===== config.mk =====
export PLATFORM = sky130hd
export DESIGN_NAME = box_to_box_distance_core
export DESIGN_NICKNAME = d
export VERILOG_FILES = /design/src/hdl/btb_pkg.sv /design/src/hdl/btb_alu.sv /design/src/hdl/btb_mul.sv /design/src/hdl/box_to_box_distance_core.sv
export SDC_FILE = /design/constraint.sdc
export NUM_CORES = 1
export LEC_CHECK = 0
export ABC_AREA = 1
export ABC_CLOCK_PERIOD_IN_PS = 4700
export BUFFER_PORTS_ARGS = -buffer_cell sky130_fd_sc_hd__buf_2
export CORE_MARGIN = 1
export CORE_UTILIZATION = 30
export CTS_BUF_LIST = sky130_fd_sc_hd__clkbuf_8
export DETAILED_ROUTE_END_ITERATION = 8
export PLACE_DENSITY = 0.43
export SETUP_SLACK_MARGIN = 0.1
export SYNTH_ARGS = -nofsm -noshare
export SYNTH_HDL_FRONTEND = slang
export SYNTH_HIERARCHICAL = 1
export SYNTH_SLANG_ARGS = --single-unit

===== constraint.sdc =====
create_clock -name clk -period 4.7 [get_ports clk]
set_input_delay 0 -clock clk [delete_from_list [all_inputs] [get_ports clk]]
set_output_delay 0 -clock clk [all_outputs]
set_load 0.005 [all_outputs]

===== src/hdl/btb_pkg.sv =====
package btb_pkg;

    localparam int SUM_W      = 38;   // shared unit width
    localparam int COORD_IN_W = 16;   // width of one coordinate field
    localparam int GAP_W      = 16;
    localparam int PROD_W     = 2 * GAP_W;
    localparam int SQ_W       = 37;
    localparam int DIST_W     = 19;
    localparam int ROOT_STEPS = 19;   // one result bit per step
    localparam int STEP_W     = 5;

    localparam logic [SQ_W-1:0] SUM_SAT = '1;

    typedef enum logic
    {
        ALU_ADD,
        ALU_SUB
    } alu_op_t;

    typedef struct packed
    {
        logic carry;   // bit above the word: borrow on subtract
        logic neg;     // top bit of the word
        logic zero;
    } alu_flags_t;

endpackage


===== src/hdl/btb_alu.sv =====
module btb_alu
    import btb_pkg::*;
(
    input  alu_op_t          op,
    input  logic [SUM_W-1:0] a,
    input  logic [SUM_W-1:0] b,
    output logic [SUM_W-1:0] result,
    output alu_flags_t       flags
);

    logic [SUM_W:0] wide;

    always_comb
    begin
        unique case (op)
            ALU_ADD: wide = {1'b0, a} + {1'b0, b};
            ALU_SUB: wide = {1'b0, a} - {1'b0, b};
            default: wide = {1'b0, a} + {1'b0, b};
        endcase
    end

    assign result      = wide[SUM_W-1:0];
    assign flags.carry = wide[SUM_W];
    assign flags.neg   = wide[SUM_W-1];
    assign flags.zero  = (wide[SUM_W-1:0] == '0);

endmodule


===== src/hdl/btb_mul.sv =====
module btb_mul
    import btb_pkg::*;
(
    input  logic              clk,
    input  logic [GAP_W-1:0]  gap,
    output logic [PROD_W-1:0] product
);

    logic [PROD_W-1:0] product_reg;

    // Square the gap, registered.
    always_ff @(posedge clk)
    begin
        product_reg <= PROD_W'(gap) * PROD_W'(gap);
    end

    assign product = product_reg;

endmodule


===== src/hdl/box_to_box_distance_core.sv =====
// A dimension runs from its transfer through GAP_HI, MUL and ACC back to IDLE, and through
//   GAP_LO as well when the first compare finds no gap; a final one adds 19 square root
//   steps and one output load, and waits further while the previous result is held by the
//   receiver. s_axis_tready is high only in IDLE, so a new dimension waits for the last.
// The single 38-bit add/subtract unit serves the gap compares, accumulation and root steps.
// Reset (rst_n low, asynchronous) clears the running sum, dimension count and output valid.
module box_to_box_distance_core
    import btb_pkg::*;
#(
    parameter int MAX_DIM     = 8,
    parameter int COORD_WIDTH = 16
)
(
    input  logic                    clk,
    input  logic                    rst_n,

    input  logic                    s_axis_tvalid,
    output logic                    s_axis_tready,
    // [15:0] first_low, [31:16] first_high, [47:32] second_low, [63:48] second_high
    input  logic [4*COORD_IN_W-1:0] s_axis_tdata,
    input  logic                    s_axis_tlast,   // final_dim

    output logic                    m_axis_tvalid,
    input  logic                    m_axis_tready,
    // [18:0] distance, [55:19] squared_distance
    output logic [DIST_W+SQ_W-1:0]  m_axis_tdata
);

    // Coordinates above the field width read as unsigned field values.
    localparam int  CW_EFF       = (COORD_WIDTH > COORD_IN_W) ? COORD_IN_W : COORD_WIDTH;
    localparam bit  SIGNED_COORD = (COORD_WIDTH <= COORD_IN_W);
    localparam logic [STEP_W-1:0] ROOT_TOP = STEP_W'(ROOT_STEPS - 1);
    localparam logic [STEP_W-1:0] DIMS_MAX = '1;
    localparam logic [STEP_W-1:0] DIM_LIMIT = STEP_W'(MAX_DIM);

    typedef enum logic [2:0]
    {
        ST_IDLE,
        ST_GAP_HI,
        ST_GAP_LO,
        ST_MUL,
        ST_ACC,
        ST_ROOT,
        ST_DONE
    } state_t;

    state_t                  state_reg, state_next;
    logic [4*COORD_IN_W-1:0] in_data_reg, in_data_next;
    logic                    last_reg, last_next;
    logic [GAP_W-1:0]        gap_reg, gap_next;
    logic [SQ_W-1:0]         gap_sum_reg, gap_sum_next;
    logic [STEP_W-1:0]       dims_seen_reg, dims_seen_next;
    logic [SQ_W-1:0]         x_reg, x_next;
    logic [SUM_W-1:0]        root_reg, root_next;
    logic [STEP_W-1:0]       step_reg, step_next;
    logic                    out_valid_reg, out_valid_next;
    logic [DIST_W-1:0]       dist_out_reg, dist_out_next;
    logic [SQ_W-1:0]         sq_out_reg, sq_out_next;

    alu_op_t                 alu_op;
    logic [SUM_W-1:0]        alu_a;
    logic [SUM_W-1:0]        alu_b;
    logic [SUM_W-1:0]        alu_res;
    alu_flags_t              alu_flags;
    logic [PROD_W-1:0]       product;
    logic [SUM_W-1:0]        root_bit;
    logic                    gap_pos;
    logic                    sum_sat;
    logic                    out_free;

    // Take the low CW_EFF bits of a field and extend them to the unit width.
    function automatic logic [SUM_W-1:0] coord_ext(input logic [COORD_IN_W-1:0] raw);
        logic [SUM_W-1:0] v;
        v = '0;
        for (int i = 0; i < SUM_W; i++)
        begin
            if (i < CW_EFF)
                v[i] = raw[i];
            else if (SIGNED_COORD)
                v[i] = raw[CW_EFF-1];
        end
        return v;
    endfunction

    btb_alu u_alu
    (
        .op     (alu_op),
        .a      (alu_a),
        .b      (alu_b),
        .result (alu_res),
        .flags  (alu_flags)
    );

    btb_mul u_mul
    (
        .clk     (clk),
        .gap     (gap_reg),
        .product (product)
    );

    // Square root test bit: 4^step.
    assign root_bit = {{(SUM_W-1){1'b0}}, 1'b1} << {step_reg, 1'b0};
    assign gap_pos  = !alu_flags.neg && !alu_flags.zero;
    assign sum_sat  = (dims_seen_reg >= DIM_LIMIT) || alu_res[SQ_W];
    assign out_free = !out_valid_reg || m_axis_tready;

    // Operand select for the shared unit.
    always_comb
    begin
        alu_op = ALU_ADD;
        alu_a  = {{(SUM_W-SQ_W){1'b0}}, gap_sum_reg};
        alu_b  = {{(SUM_W-PROD_W){1'b0}}, product};
        unique case (state_reg)
            ST_GAP_HI:
            begin
                // second box wholly above the first
                alu_op = ALU_SUB;
                alu_a  = coord_ext(in_data_reg[3*COORD_IN_W-1:2*COORD_IN_W]);
                alu_b  = coord_ext(in_data_reg[2*COORD_IN_W-1:COORD_IN_W]);
            end
            ST_GAP_LO:
            begin
                // first box wholly above the second
                alu_op = ALU_SUB;
                alu_a  = coord_ext(in_data_reg[COORD_IN_W-1:0]);
                alu_b  = coord_ext(in_data_reg[4*COORD_IN_W-1:3*COORD_IN_W]);
            end
            ST_ROOT:
            begin
                alu_op = ALU_SUB;
                alu_a  = {{(SUM_W-SQ_W){1'b0}}, x_reg};
                alu_b  = root_reg | root_bit;
            end
            default:
            begin
                alu_op = ALU_ADD;
            end
        endcase
    end

    // Sequencer.
    always_comb
    begin
        state_next     = state_reg;
        in_data_next   = in_data_reg;
        last_next      = last_reg;
        gap_next       = gap_reg;
        gap_sum_next   = gap_sum_reg;
        dims_seen_next = dims_seen_reg;
        x_next         = x_reg;
        root_next      = root_reg;
        step_next      = step_reg;
        out_valid_next = out_valid_reg;
        dist_out_next  = dist_out_reg;
        sq_out_next    = sq_out_reg;

        // Drop the result once its transfer completes.
        if (out_valid_reg && m_axis_tready)
            out_valid_next = 1'b0;

        unique case (state_reg)
            ST_IDLE:
            begin
                if (s_axis_tvalid)
                begin
                    in_data_next = s_axis_tdata;
                    last_next    = s_axis_tlast;
                    state_next   = ST_GAP_HI;
                end
            end
            ST_GAP_HI:
            begin
                if (gap_pos)
                begin
                    gap_next   = alu_res[GAP_W-1:0];
                    state_next = ST_MUL;
                end
                else
                begin
                    state_next = ST_GAP_LO;
                end
            end
            ST_GAP_LO:
            begin
                gap_next   = gap_pos ? alu_res[GAP_W-1:0] : '0;
                state_next = ST_MUL;
            end
            ST_MUL:
            begin
                // wait for the registered square
                state_next = ST_ACC;
            end
            ST_ACC:
            begin
                gap_sum_next   = sum_sat ? SUM_SAT : alu_res[SQ_W-1:0];
                dims_seen_next = (dims_seen_reg == DIMS_MAX) ? DIMS_MAX
                                                             : dims_seen_reg + 1'b1;
                if (last_reg)
                begin
                    x_next     = gap_sum_next;
                    root_next  = '0;
                    step_next  = ROOT_TOP;
                    state_next = ST_ROOT;
                end
                else
                begin
                    state_next = ST_IDLE;
                end
            end
            ST_ROOT:
            begin
                // one bit of the root per step
                if (!alu_flags.carry)
                begin
                    x_next    = alu_res[SQ_W-1:0];
                    root_next = (root_reg >> 1) | root_bit;
                end
                else
                begin
                    root_next = root_reg >> 1;
                end
                if (step_reg == '0)
                    state_next = ST_DONE;
                else
                    step_next = step_reg - 1'b1;
            end
            ST_DONE:
            begin
                // hold here until the output register is free
                if (out_free)
                begin
                    out_valid_next = 1'b1;
                    dist_out_next  = root_reg[DIST_W-1:0];
                    sq_out_next    = gap_sum_reg;
                    gap_sum_next   = '0;
                    dims_seen_next = '0;
                    state_next     = ST_IDLE;
                end
            end
            default:
            begin
                state_next = ST_IDLE;
            end
        endcase
    end

    always_ff @(posedge clk or negedge rst_n)
    begin
        if (!rst_n)
        begin
            state_reg     <= ST_IDLE;
            in_data_reg   <= '0;
            last_reg      <= 1'b0;
            gap_reg       <= '0;
            gap_sum_reg   <= '0;
            dims_seen_reg <= '0;
            x_reg         <= '0;
            root_reg      <= '0;
            step_reg      <= '0;
            out_valid_reg <= 1'b0;
            dist_out_reg  <= '0;
            sq_out_reg    <= '0;
        end
        else
        begin
            state_reg     <= state_next;
            in_data_reg   <= in_data_next;
            last_reg      <= last_next;
            gap_reg       <= gap_next;
            gap_sum_reg   <= gap_sum_next;
            dims_seen_reg <= dims_seen_next;
            x_reg         <= x_next;
            root_reg      <= root_next;
            step_reg      <= step_next;
            out_valid_reg <= out_valid_next;
            dist_out_reg  <= dist_out_next;
            sq_out_reg    <= sq_out_next;
        end
    end

    assign s_axis_tready = (state_reg == ST_IDLE);
    assign m_axis_tvalid = out_valid_reg;
    assign m_axis_tdata  = {sq_out_reg, dist_out_reg};

endmodule


== After elaboration in Yosys (flattened, before gate mapping) ==
Index checks and enable logic that the tools add are counted.

* Register bits: 295
* Bits of input ports: 69
* Output and inout port bits: 58

* Add/subtract/negate cells: 4
* Multiply operators: 1
* Magnitude comparators: 1
* Equality and inequality tests: 14
* Shift-type cells: 1
* Muxes and demuxes: 31
* Bitwise gates (word level): 3
* Reduce and logical (&&, ||, !) cells: 22

{| class="wikitable"
|+ Operator list
! kind !! count
|-
| 38-bit case mux with 3 select lines || 2
|-
| 37-bit two-way mux || 4
|-
| 37-bit case mux with 2 select lines || 2
|-
| 39-bit case mux with 2 select lines || 1
|-
| 38-bit two-way mux || 2
|-
| 38-bit case mux with 2 select lines || 1
|-
| 38-bit by 38-bit adder with 39-bit output || 1
|-
| 38-bit by 38-bit subtractor with 39-bit output || 1
|-
| 38-bit zero test || 1
|-
| 37-bit by 38-bit OR with 38-bit output || 1
|-
| 38-bit OR || 1
|-
| 1-bit by 6-bit << shifter with 38-bit output, first input constant || 1
|-
| 16-bit by 16-bit multiplier with 32-bit output || 1
|-
| 16-bit two-way mux || 2
|-
| 16-bit case mux with 2 select lines || 1
|-
| 3-bit case mux with 7 select lines || 1
|-
| 5-bit two-way mux || 4
|-
| 5-bit case mux with 2 select lines || 2
|-
| 2-bit inequality test, second input constant || 7
|-
| 3-bit two-way mux || 4
|-
| 2-bit AND reduction || 5
|-
| 3-bit == test, second input constant || 3
|-
| 3-bit AND reduction || 3
|-
| 3-bit by 2-bit == test with 1-bit output, second input constant || 2
|-
| other kinds (14) || 24
|}

== Depth between registers and ports, before layout ==
Gate-level depths: netlist (run 1).

* Word-level depth: 10
* Gate-level depth with buffers: 41
* Mapped depth without buffers: 39

== Modules after synthesis ==
The synthesis (run 1) kept the hierarchy.

{| class="wikitable"
|+ By module, submodules not included
! module !! instances !! cells an instance !! area each (µm²) !! seq. area each (µm²)
|-
| box_to_box_distance_core || 1 || 1481 || 11915.2 || 6556.3
|-
| btb_mul || 1 || 1170 || 8834.7 || 620.6
|-
| btb_alu || 1 || 874 || 4264.1 || 0.0
|}

== Least setup slack after synthesis (run 1) ==
OpenSTA, ideal clock, no wires.

* Kind: reg2reg
* Start point: register gap_reg[11]
* End point: register u_mul.product_reg[28] (netlist: u_mul/product[28])
* Library setup time: 0.112 ns
* Arrival time: 5.084 ns
* Required time: 4.588 ns
* Setup slack: -0.496 ns
* Stages on the path, launching flop included: 24
* Buffers on the path: 2
* Clock period less this slack: 5.196 ns
* Cell sequence: dfrtp_1 > clkbuf_1 > clkbuf_1 > nand2_1 > fa_1 > fa_1 > inv_1 > fa_1 > fa_1 > fa_1 > inv_1 > fa_1 > inv_1 > ha_1 > nand2_2 > inv_1 > nand2_1 > nand2_1 > nand2_1 > nand2_1 > a21oi_1 > nand2_1 > nand2_1 > nand2_1

* Cells in the longest elaborated chain, start to end: 1

{| class="wikitable"
|+ RTL lines
! what !! line !! text
|-
| from (decl) || box_to_box_distance_core.sv:50 || <nowiki>logic [GAP_W-1:0] gap_reg, gap_next;</nowiki>
|-
| from (signal assigned) || box_to_box_distance_core.sv:269 || <nowiki>gap_reg <= gap_next;</nowiki>
|-
| 16-bit by 16-bit multiplier with 32-bit output || btb_mul.sv:14 || <nowiki>product_reg <= PROD_W'(gap) * PROD_W'(gap);</nowiki>
|-
| to (signal assigned) || btb_mul.sv:14 ||
|-
| to (decl) || btb_mul.sv:9 || <nowiki>logic [PROD_W-1:0] product_reg;</nowiki>
|}

No other way between the ends.
A chain may end at the register's enable or synchronous reset.

== Worst setup path in the final report (run 1) ==
* Start point: register gap_reg[6]
* End point: register u_mul.product_reg[25] (netlist: u_mul/product[25])

The elaborated chain is that of the path after synthesis.

==> results.md, run 1 <==
* Final Hold Fails at 0
* Vias per cell at roughly 4.6
* Critical path class: reg -> reg
* Count of input and output buffers at about 130
* Most used cell, CP: fa_1
* R2R Path End: u_mul/product[25]
* CP peak stage delay at 550 ps
* Starting DRC count in detailed routing at around 1200
* CP Capture Type: flop
* Max FFs per register at 64
* H-tree depth at 2
* Final Critical Period at roughly 5200 ps
* I/O pin total at about 130
* Layout area overhead at 46.8%
* Seq/Total Area, Yosys at between 20% and 30%
* Final Cycle Share at 110%
* Final wirelength at slightly above 90000 um
* Largest net degree at the start of global routing at around 110
* CP cell instances: buf_12 > buf_6 > nand2_2 > fa_1 > inv_2 > fa_1 > fa_1 > fa_1 > fa_1 > inv_1 > fa_1 > inv_2 > ha_4 > nand2_2 > inv_1 > nand2_1 > nand3_1 > a21oi_1 > nand3_1 > nand2_1 > nand2_1
* FF-to-FF Start: gap_reg[6]
* Final-report max-slew violation count at 0
* Max Buffers Root-to-Sink at 3
* Fmax at a little under 200 MHz
* Post-synthesis register bit count at 293
* Worst-Skew Late Latency at around 660 ps
* Ys flop type: dfrtp_1
* CP max FO at 5
* First-pass GRT wire length at around 140000 um
* Clock Sinks at between 200 and 300
* Max cap viols at 0
* Initial antenna violation count at 2
* Gr usage total at a little over a fifth
* Nets at approximately 4600
* Net Count, Synth at around 3900
* Startpoint types: flop
* CTS root buffer: clkbuf_8
* Initial DRT Pass Iterations at 8
* Min setup slack post-route at -466 ps
* Slowest stage cell, crit path: fa_1
* Die Ht at between 200 and 300 um
* Syn avg cell area at 7.10 sq um
* Gpl congestion at between 0.9 and 1
* RSZ-0062 raised after global routing: true
* Most common cell after layout, fill and taps aside: nand2_1
* Async S/R FF share, synth at 89.4%
* Vias in the first global route at between 20000 and 30000
* Die width at around 290 um
* CTS tree: done
* Worst slew margin relative to its limit at 30.0%
* Cell count after synthesis at around 3500
* CP Data Required Time at ~5200 ps
* Share of cells above drive strength 1 at approximately a third
* Reg2reg path depth at 21
* TritonCTS Buffers at slightly above 50
* Post-synthesis cell type count at 45
* EDFF count, synth at 0
* HPWL Detailed at 69100 um
* Mapped cell area at ~25000 sq um
* Routed len/inst at between 15 and 20 um
* Row count at 105
* CP Data Arrival Time at 5690 ps
* Antenna-violating nets left at 0
* Max Clock Skew at between 30 and 40 ps
* Final setup viols at between 100 and 150
* Failing checks: setup timing
* # DRC at 0
* Initial Util at 30.4%
* Via count at approximately 25000
* Worst R2R Setup Slack at -470 ps
* Ys Warns at 6
* Congestion Overflow GR at 0
* Slew of the pin with the lowest slew margin at about 1000 ps
* Util after Layout at 44.7%
* Status: complete, but fails checks
* DIE AREA at ~85000 sq um
* Worst hold path type: in -> async
* Clock-pin slew on the worst setup and hold paths at 70 ps
* Most frequent cells in the layout: 1001 x nand2_1, 594 x inv_1, 500 x buf_4
* Core ar. at just over 80000 sq um
[Yosys cell counts, types with 16 or more instances]
cell type | count | area, sq um
nand2_1 | 1200 | 4500
inv_1 | 631 | 2370
dfrtp_1 | 262 | 6560
nand3_1 | 225 | 1130
o21ai_0 | 183 | 916
fa_1 | 163 | 3260
nor2_1 | 153 | 574
ha_1 | 147 | 1840
clkbuf_1 | 78 | 293
nand4_1 | 67 | 419
a21oi_1 | 57 | 285
xor2_1 | 50 | 438
buf_2 | 40 | 200
dfxtp_1 | 31 | 621
nand2_2 | 26 | 163
xnor2_1 | 21 | 184
inv_2 | 20 | 75.1
nor2_2 | 20 | 125
o21ai_1 | 20 | 100
nand3b_1 | 18 | 135
nor3_1 | 16 | 80.1
[critical path, delay by kind of cell, from the launching register on]
| family | cells | cell delay [ps] |
|---|---|---|
| AO/OA/AOI/OAI | 1 | 220 |
| adder cells (fa/ha/maj) | 7 | 3180 |
| buffers and inverters | 6 | 500 |
| flip-flops | 1 | 540 |
| AND/OR/NAND/NOR | 7 | 570 |
[metrics by stage]
step / TNS (ps) / cells / hold slack (ps) / instance area (sq um) / worst slack, ps
global placement: -89750 / 5082 / 17.9 / 30700 / -870
global route: -73060 / 5371 / 42.2 / 36700 / -728
detailed placement: -84110 / 5082 / 16.4 / 30700 / -806
floorplan: -2610 / 3525 / -296 / 25400 / -175
CTS: -48620 / 5339 / 0.436 / 35200 / -488
finish: -38290 / 5372 / 23.1 / 36700 / -466
[cells by family (layout without fill, tap and decap cells)]
family | after synthesis | in the layout | share of synthesized area, %
other | 1 | 3 | 0.0150
adder cells (fa/ha/maj) | 310 | 310 | 20.4
XOR/XNOR | 71 | 71 | 2.49
flip-flops | 293 | 293 | 28.7
buffers and inverters | 787 | 1561 | 12.1
AO/OA/AOI/OAI | 296 | 296 | 6.26
AND/OR/NAND/NOR | 1767 | 1768 | 30.0
[how the worst max path moves through the flow]
stage,startpoint,to,slack (ps)
6_report,gap_reg[6],u_mul/product[25],-470
5_1_grt,step_reg[1],gap_reg[4],-730
4_1_cts,gap_reg[6],u_mul/product[24],-490
3_5_place_dp,state_reg[0],gap_reg[0],-810
3_3_place_gp,state_reg[0],gap_reg[4],-870
2_1_floorplan,gap_reg[9],u_mul/product[28],-180
[area by class of cell]
class | instances | area [sq um]
inverter | 654 | 2500
tap | 1070 | 1340
multi-input combinational | 2446 | 17700
sequential | 293 | 7200
fill | 8473 | 45500
antenna | 2 | 5.00
clock inverter | 30 | 189
clock buffer | 66 | 908
timing repair buffer | 811 | 6930
[what timing repair did]
action                     in CTS  in global routing
gates resized for setup       460                417
setup buffers                  59                 46
pin swaps                      87                232
hold endpoints to repair      331                  0
cloned                         21                  3
setup endpoints to repair     133                134
hold buffers                   82                  0
[routing by layer]
metal	share of wire (%)	global-route usage (%)
met1	43	27.3
met2	50	39.6
met3	2.8	1.87
met4	3.6	7.45
met5	0	0
Power of run 1 is left out: the tool's default activity adds up to more than one toggle a clock period on the data nets, which glitch-free logic cannot reach.
==> run 2, diff against run 1 <==
--- a/config.mk
+++ b/config.mk
@@ -8,11 +8,12 @@
 export ABC_AREA = 1
 export ABC_CLOCK_PERIOD_IN_PS = 4700
 export BUFFER_PORTS_ARGS = -buffer_cell sky130_fd_sc_hd__buf_2
+export CORE_ASPECT_RATIO = 1.5
 export CORE_MARGIN = 1
 export CORE_UTILIZATION = 30
 export CTS_BUF_LIST = sky130_fd_sc_hd__clkbuf_8
 export DETAILED_ROUTE_END_ITERATION = 8
-export PLACE_DENSITY = 0.43
+export PLACE_DENSITY = 0.44
 export SETUP_SLACK_MARGIN = 0.1
 export SYNTH_ARGS = -nofsm -noshare
 export SYNTH_HDL_FRONTEND = slang
==> run 2 against run 1 <==
Against the previous run:
- first-iteration DRC count shrank 15%
- worst setup slack lost 27 ps
- the flow still finishes with violations (setup timing)
- non-clock buffer count grew 9
- via count grew 1.2%
- sequential share of layout area shrank 0.18 points
- global-route usage grew 1.5 points
- largest cell class unchanged
- count of clock-buffer cells in the layout shrank 8
- sequential cell count is the same
- clock skew shrank 1.3 ps
- critical path depth grew 16
- maximum frequency shrank 0.52%
- final area grew 0.97%
==> results.md, run 2 (synthesis results as in run 1) <==
* Nets at between 4000 and 5000
* Status: complete, but fails checks
* Max cap viols at 0
* CP Data Required Time at 5210 ps
* Vias in the first global route at 26220
* Final wirelength at 99000 um
* Max Buffers Root-to-Sink at 3
* Gr usage total at about a quarter
* Count of input and output buffers at 126
* CP Capture Type: flop
* Final Hold Fails at 0
* Core ar. at 82500 sq um
* Antenna-violating nets left at 0
* Slowest stage cell, crit path: dfrtp_1
* RSZ-0062 raised after global routing: true
* DIE AREA at 84600 sq um
* HP Start: s_axis_tvalid
* CTS root buffer: clkbuf_8
* Max Clock Skew at between 30 and 40 ps
* Most common cell after layout, fill and taps aside: nand2_1
* Startpoint types: flop
* Fmax at between 150 and 200 MHz
* CP max FO at 8
* Routed len/inst at between 15 and 20 um
* Final Cycle Share at 110%
* CP Data Arrival Time at ~5700 ps
* CP peak stage delay at 360 ps
* Cells after DPL at 5102
* Via count at ~25000
* First-pass GRT wire length at between 150000 and 200000 um
* R2R Path End: gap_reg[11]
* Worst-Skew Late Latency at roughly 640 ps
* Setup WS pre-CTS at -830 ps
* Final-report max-slew violation count at 0
* Critical path class: reg -> reg
* FF-to-FF Start: step_reg[0]
* Largest net degree at the start of global routing at slightly below 100
* H-tree depth at 2
* Gpl congestion at around 0.91
* Reg2reg path depth at 37
* Fill count at between 8000 and 9000
* Starting DRC count in detailed routing at 1014
* Post-route cell area at approximately 37000 sq um
* Die width at approximately 240 um
* Share of cells above drive strength 1 at roughly a third
* Failing checks: setup timing
* Worst R2R Setup Slack at -490 ps
* CTS tree: done
* Util after Layout at 45.0%
* Hold Path Stages at 4
* Worst hold path type: in -> reg
* Placed Area at approximately 31000 sq um
* Die Ht at 356 um
* Clock Sinks at approximately 290
* Worst slew margin relative to its limit at approximately a third
* Layout area overhead at 48.2%
* Initial Util at 30.3%
* Most frequent cells in the layout: 1005 x nand2_1, 590 x inv_1, 504 x buf_4
* Congestion Overflow GR at 0
* Final setup viols at between 100 and 150
* I/O pin total at between 100 and 150
* Min setup slack post-route at -493 ps
* Vias per cell at 4.62
* Most used cell, CP: nand2_1
* Row count at around 130
* Initial DRT Pass Iterations at 8
* Initial antenna violation count at 1
* # DRC at 0
* Final Critical Period at about 5200 ps
* Hold path endpoint: in_data_reg[4]
* HPWL Detailed at 73200 um
* Post-route insts no fill at between 5000 and 6000
* Clock-pin slew on the worst setup and hold paths at approximately 70 ps
* Max FFs per register at 64
* Slew of the pin with the lowest slew margin at between 1000 and 1500 ps
* TritonCTS Buffers at 46
## run 2: changes by cell type in the layout (fill, tap and decap cells not counted), moves of 8 or more
cell | previous run | this run
dlygate4sd3_1 | 81 | 68
buf_16 | 8 | 20
nand3_4 | 9 | 17
nand3_1 | 176 | 158
nand3_2 | 55 | 65
clkbuf_8 | 66 | 58
## run 2: stage by stage
step,setup TNS [ps],hold WS (ps)
floorplan,-2610,-296
global placement,-85070,63.3
detailed placement,-89050,61.0
CTS,-49630,72.7
global route,-87880,128
finish,-49620,118
## run 2: how the worst max path moves through the flow
stage / startpoint / end / slack, ps / depth (start not counted)
2_1_floorplan: gap_reg[9] / u_mul/product[28] / -180 / 26
3_3_place_gp: step_reg[0] / gap_reg[15] / -770 / 36
3_5_place_dp: step_reg[0] / gap_reg[3] / -830 / 36
5_1_grt: step_reg[0] / gap_reg[11] / -860 / 36
4_1_cts: step_reg[0] / x_reg[19] / -490 / 44
6_report: step_reg[0] / gap_reg[11] / -490 / 37
## run 2: final cells by class
cell class	count	area, sq um	area share, %
antenna	1	2.50	0.00675
inverter	654	2520	6.81
sequential	293	7200	19.4
clock buffer	58	798	2.15
clock inverter	25	166	0.449
multi-input combinational	2447	17700	47.8
tap	1113	1390	3.76
timing repair buffer	820	7250	19.6
## run 2: worst max-delay path, delay by kind of cell, from the launching register on
kind                       cells  cell delay, ps
AOI/OAI and AO/OA              2             490
xor gates and xnor gates       1             250
adders and majority gates      2             470
buffers and inverters          8            1030
DFF                            1             360
and+or+nand+nor               24            2440
## run 2: routing by layer
layer | vias to the layer above | track usage (%) | share of wire, %
met2 | 452 | 46.3 | 55
li1 | 12294 | - | -
met1 | 12055 | 24.2 | 37
met4 | 0 | 12.2 | 6.3
met5 | - | 0 | 0
met3 | 207 | 1.67 | 2.3
## run 2: repair_timing
| action | 4_1_cts | 5_1_grt |
|---|---|---|
| hold endpoints to repair | 195 | 0 |
| hold buffers | 69 | 0 |
| setup endpoints to repair | 134 | 134 |
| gates resized for setup | 640 | 263 |
| pin swaps | 190 | 154 |
| cloned | 26 | 3 |
| buffers inserted | 90 | 48 |
Power of run 2 is left out for the same reason.
==> run 3, diff against run 2 <==
--- a/config.mk
+++ b/config.mk
@@ -17,5 +17,4 @@
 export SETUP_SLACK_MARGIN = 0.1
 export SYNTH_ARGS = -nofsm -noshare
 export SYNTH_HDL_FRONTEND = slang
-export SYNTH_HIERARCHICAL = 1
 export SYNTH_SLANG_ARGS = --single-unit
==> run 3 against run 2 <==
Against the previous run:
- the run still ends with setup timing left
- global-route usage decreased by 0.99 points
- maximum frequency down 4.0%
- worst hold slack got worse by 9.7 ps
- cell count fell by 3.5%
- register-to-register slack got worse by 220 ps
- non-clock buffer count up 146
- synthesized cell count shrank 7.6%
- count of clock-buffer cells in the layout is 8 higher
- final area is 4.4% higher
- critical path type unchanged
- largest cell class unchanged
==> results.md, run 3 <==
* Status: complete, but fails checks
* Failing checks: setup timing
* Max FFs per register at 64
* Final wirelength at 95200 um
* Syn avg cell area at about 7.5 sq um
* Most frequent cells in the layout: 618 x buf_4, 610 x nand2_1, 566 x inv_1
* Max Buffers Root-to-Sink at 3
* Initial Util at 30.4%
* TritonCTS Buffers at 50
* CP Data Arrival Time at between 5000 and 6000 ps
* Worst R2R Setup Slack at -710 ps
* Die width at approximately 230 um
* Share of the synthesized area in the top cell type at a little over a quarter
* RSZ-0062 raised after global routing: true
* Vias per cell at approximately 4.7
* Top-count cell post-synth: nand2_1
* Fill count at between 7000 and 8000
* Nets at 4527
* Mapped cell area at between 20000 and 25000 sq um
* Die Ht at between 300 and 400 um
* Most common cell after layout, fill and taps aside: buf_4
* I/O pin total at 127
* Setup WS pre-CTS at -1020 ps
* Cell count after synthesis at about 3300
* CP max FO at 7
* CP Capture Type: flop
* CP Data Required Time at roughly 5300 ps
* Largest net degree at the start of global routing at 111
* Count of input and output buffers at about 130
* CTS root buffer: clkbuf_8
* Top cells by instance count after synthesis: 880 x nand2_1, 634 x inv_1, 262 x dfrtp_1, 208 x nor2_1, 191 x o21ai_0
* Ys Warns at 0
* Final-report max-slew violation count at 0
* Async S/R FF share, synth at slightly below 90%
* Worst hold path type: in -> reg
* Fmax at roughly 180 MHz
* Share of cells above drive strength 1 at between 40% and 50%
* HPWL Detailed at 71100 um
* Worst-Skew Late Latency at ~670 ps
* EDFF count, synth at 0
* Net Count, Synth at roughly 3600
* Post-route cell area at between 30000 and 40000 sq um
* Initial antenna violation count at 2
* Antenna-violating nets left at 0
* DIE AREA at ~83000 sq um
* Post-synthesis cell type count at 54
* Vias in the first global route at between 20000 and 30000
* Seq/Total Area, Yosys at between 20 and 30%
* Layout area overhead at 58.6%
* Worst hold-check slack at between 100 and 150 ps
* Gpl congestion at between 0.9 and 1
* Final Hold Fails at 0
* Slew of the pin with the lowest slew margin at 1050 ps
* CTS tree: done
* Row count at around 130
* # DRC at 0
* Final Cycle Share at 115%
* Routed len/inst at roughly 18 um
* Worst slew margin relative to its limit at between 20 and 30%
* Via count at approximately 24000
* Clock Sinks at 293
* Min setup slack post-route at -709 ps
* Post-synthesis register bit count at slightly below 300
* Ys flop type: dfrtp_1
* Startpoint types: flop
* Clock-pin slew on the worst setup and hold paths at around 70 ps
* Starting DRC count in detailed routing at approximately 1000
* Congestion Overflow GR at 0
* Initial DRT Pass Iterations at 5
* Critical path class: reg -> reg
* Final Critical Period at between 5000 and 6000 ps
* Core ar. at approximately 80000 sq um
* Final setup viols at 90
* Gr usage total at between 20% and 30%
* H-tree depth at 2
* Placed Area at roughly 31000 sq um
* Max cap viols at 0
* Util after Layout at about half
* Largest area contributor in the netlist: dfrtp_1
* First-pass GRT wire length at approximately 140000 um
* Max Clock Skew at around 41 ps
* Synth area leaders: dfrtp_1 27%, fa_1 14%, nand2_1 14%
-- run 3: worst paths after layout --
kind / cells past startpoint / endpoint / start
max: 20 / u_mul.product[29] / gap_reg[1]
min: 3 / in_data_reg[43] / s_axis_tdata[43]
max reg2reg: 20 / u_mul.product[29] / gap_reg[1]
min reg2reg: 2 / sq_out_reg[33] / sq_out_reg[33]
max in group asynchronous: 4 / gap_reg[3] / rst_n
min in group asynchronous: 3 / in_data_reg[15] / rst_n
-- run 3: area by class of cell --
type	instances	area (sq um)	area share [%]
Multi-Input combinational cell	2196	18500	47.8
Tap cell	1032	1290	3.34
Inverter	640	2430	6.27
Antenna cell	4	10.0	0.0259
Clock buffer	66	908	2.35
Clock inverter	25	183	0.472
Timing Repair Buffer	966	8210	21.2
Sequential cell	293	7200	18.6
-- run 3: timing repair --
| action | 4_1_cts | 5_1_grt |
|---|---|---|
| cloned | 8 | 7 |
| hold endpoints to repair | 230 | 0 |
| setup endpoints to repair | 133 | 134 |
| hold buffers | 70 | 0 |
| buffers inserted | 77 | 74 |
| pin swaps | 161 | 329 |
| resized for setup | 488 | 726 |
-- run 3: through the flow --
stage	setup TNS, ps	std cells
global route	-42530	5219
CTS	-21460	5151
floorplan	-5480	3257
detailed placement	-76100	4908
global placement	-79010	4908
finish	-19810	5222
-- run 3: kinds of logic after synthesis --
family / count (synthesis) / synth area share (%)
and+or+nand+nor: 1312 / 21.9
muxes: 49 / 2.26
xor gates and xnor gates: 69 / 2.48
buffers and inverters: 768 / 12.1
AOI/OAI and AO/OA: 455 / 10.8
DFF: 293 / 29.4
adders and majority gates: 311 / 21.0
-- run 3: metal layers --
| layer | GRT usage, % | share of wire (%) | up-vias |
|---|---|---|---|
| li1 | - | - | 11935 |
| met1 | 25.7 | 40 | 11922 |
| met2 | 43.2 | 53 | 370 |
| met3 | 1.83 | 2.3 | 171 |
| met4 | 8.18 | 4.7 | 0 |
| met5 | 0 | 0 | - |
-- run 3: worst max-delay path: stages, from the launching register on --
cell and delay, ps:
dfrtp_2 550, nand2_1 160, buf_4 170, fa_1 460, fa_1 490, inv_1 50
fa_1 470, inv_1 50, fa_1 550, fa_1 440, fa_1 530, inv_2 50
ha_4 280, nand4_1 150, buf_4 190, o221ai_4 170, nand2_2 100, nand3_4 100
a31o_4 150, a21oi_2 50, xor2_1 130
Power of run 3 is left out for the same reason.
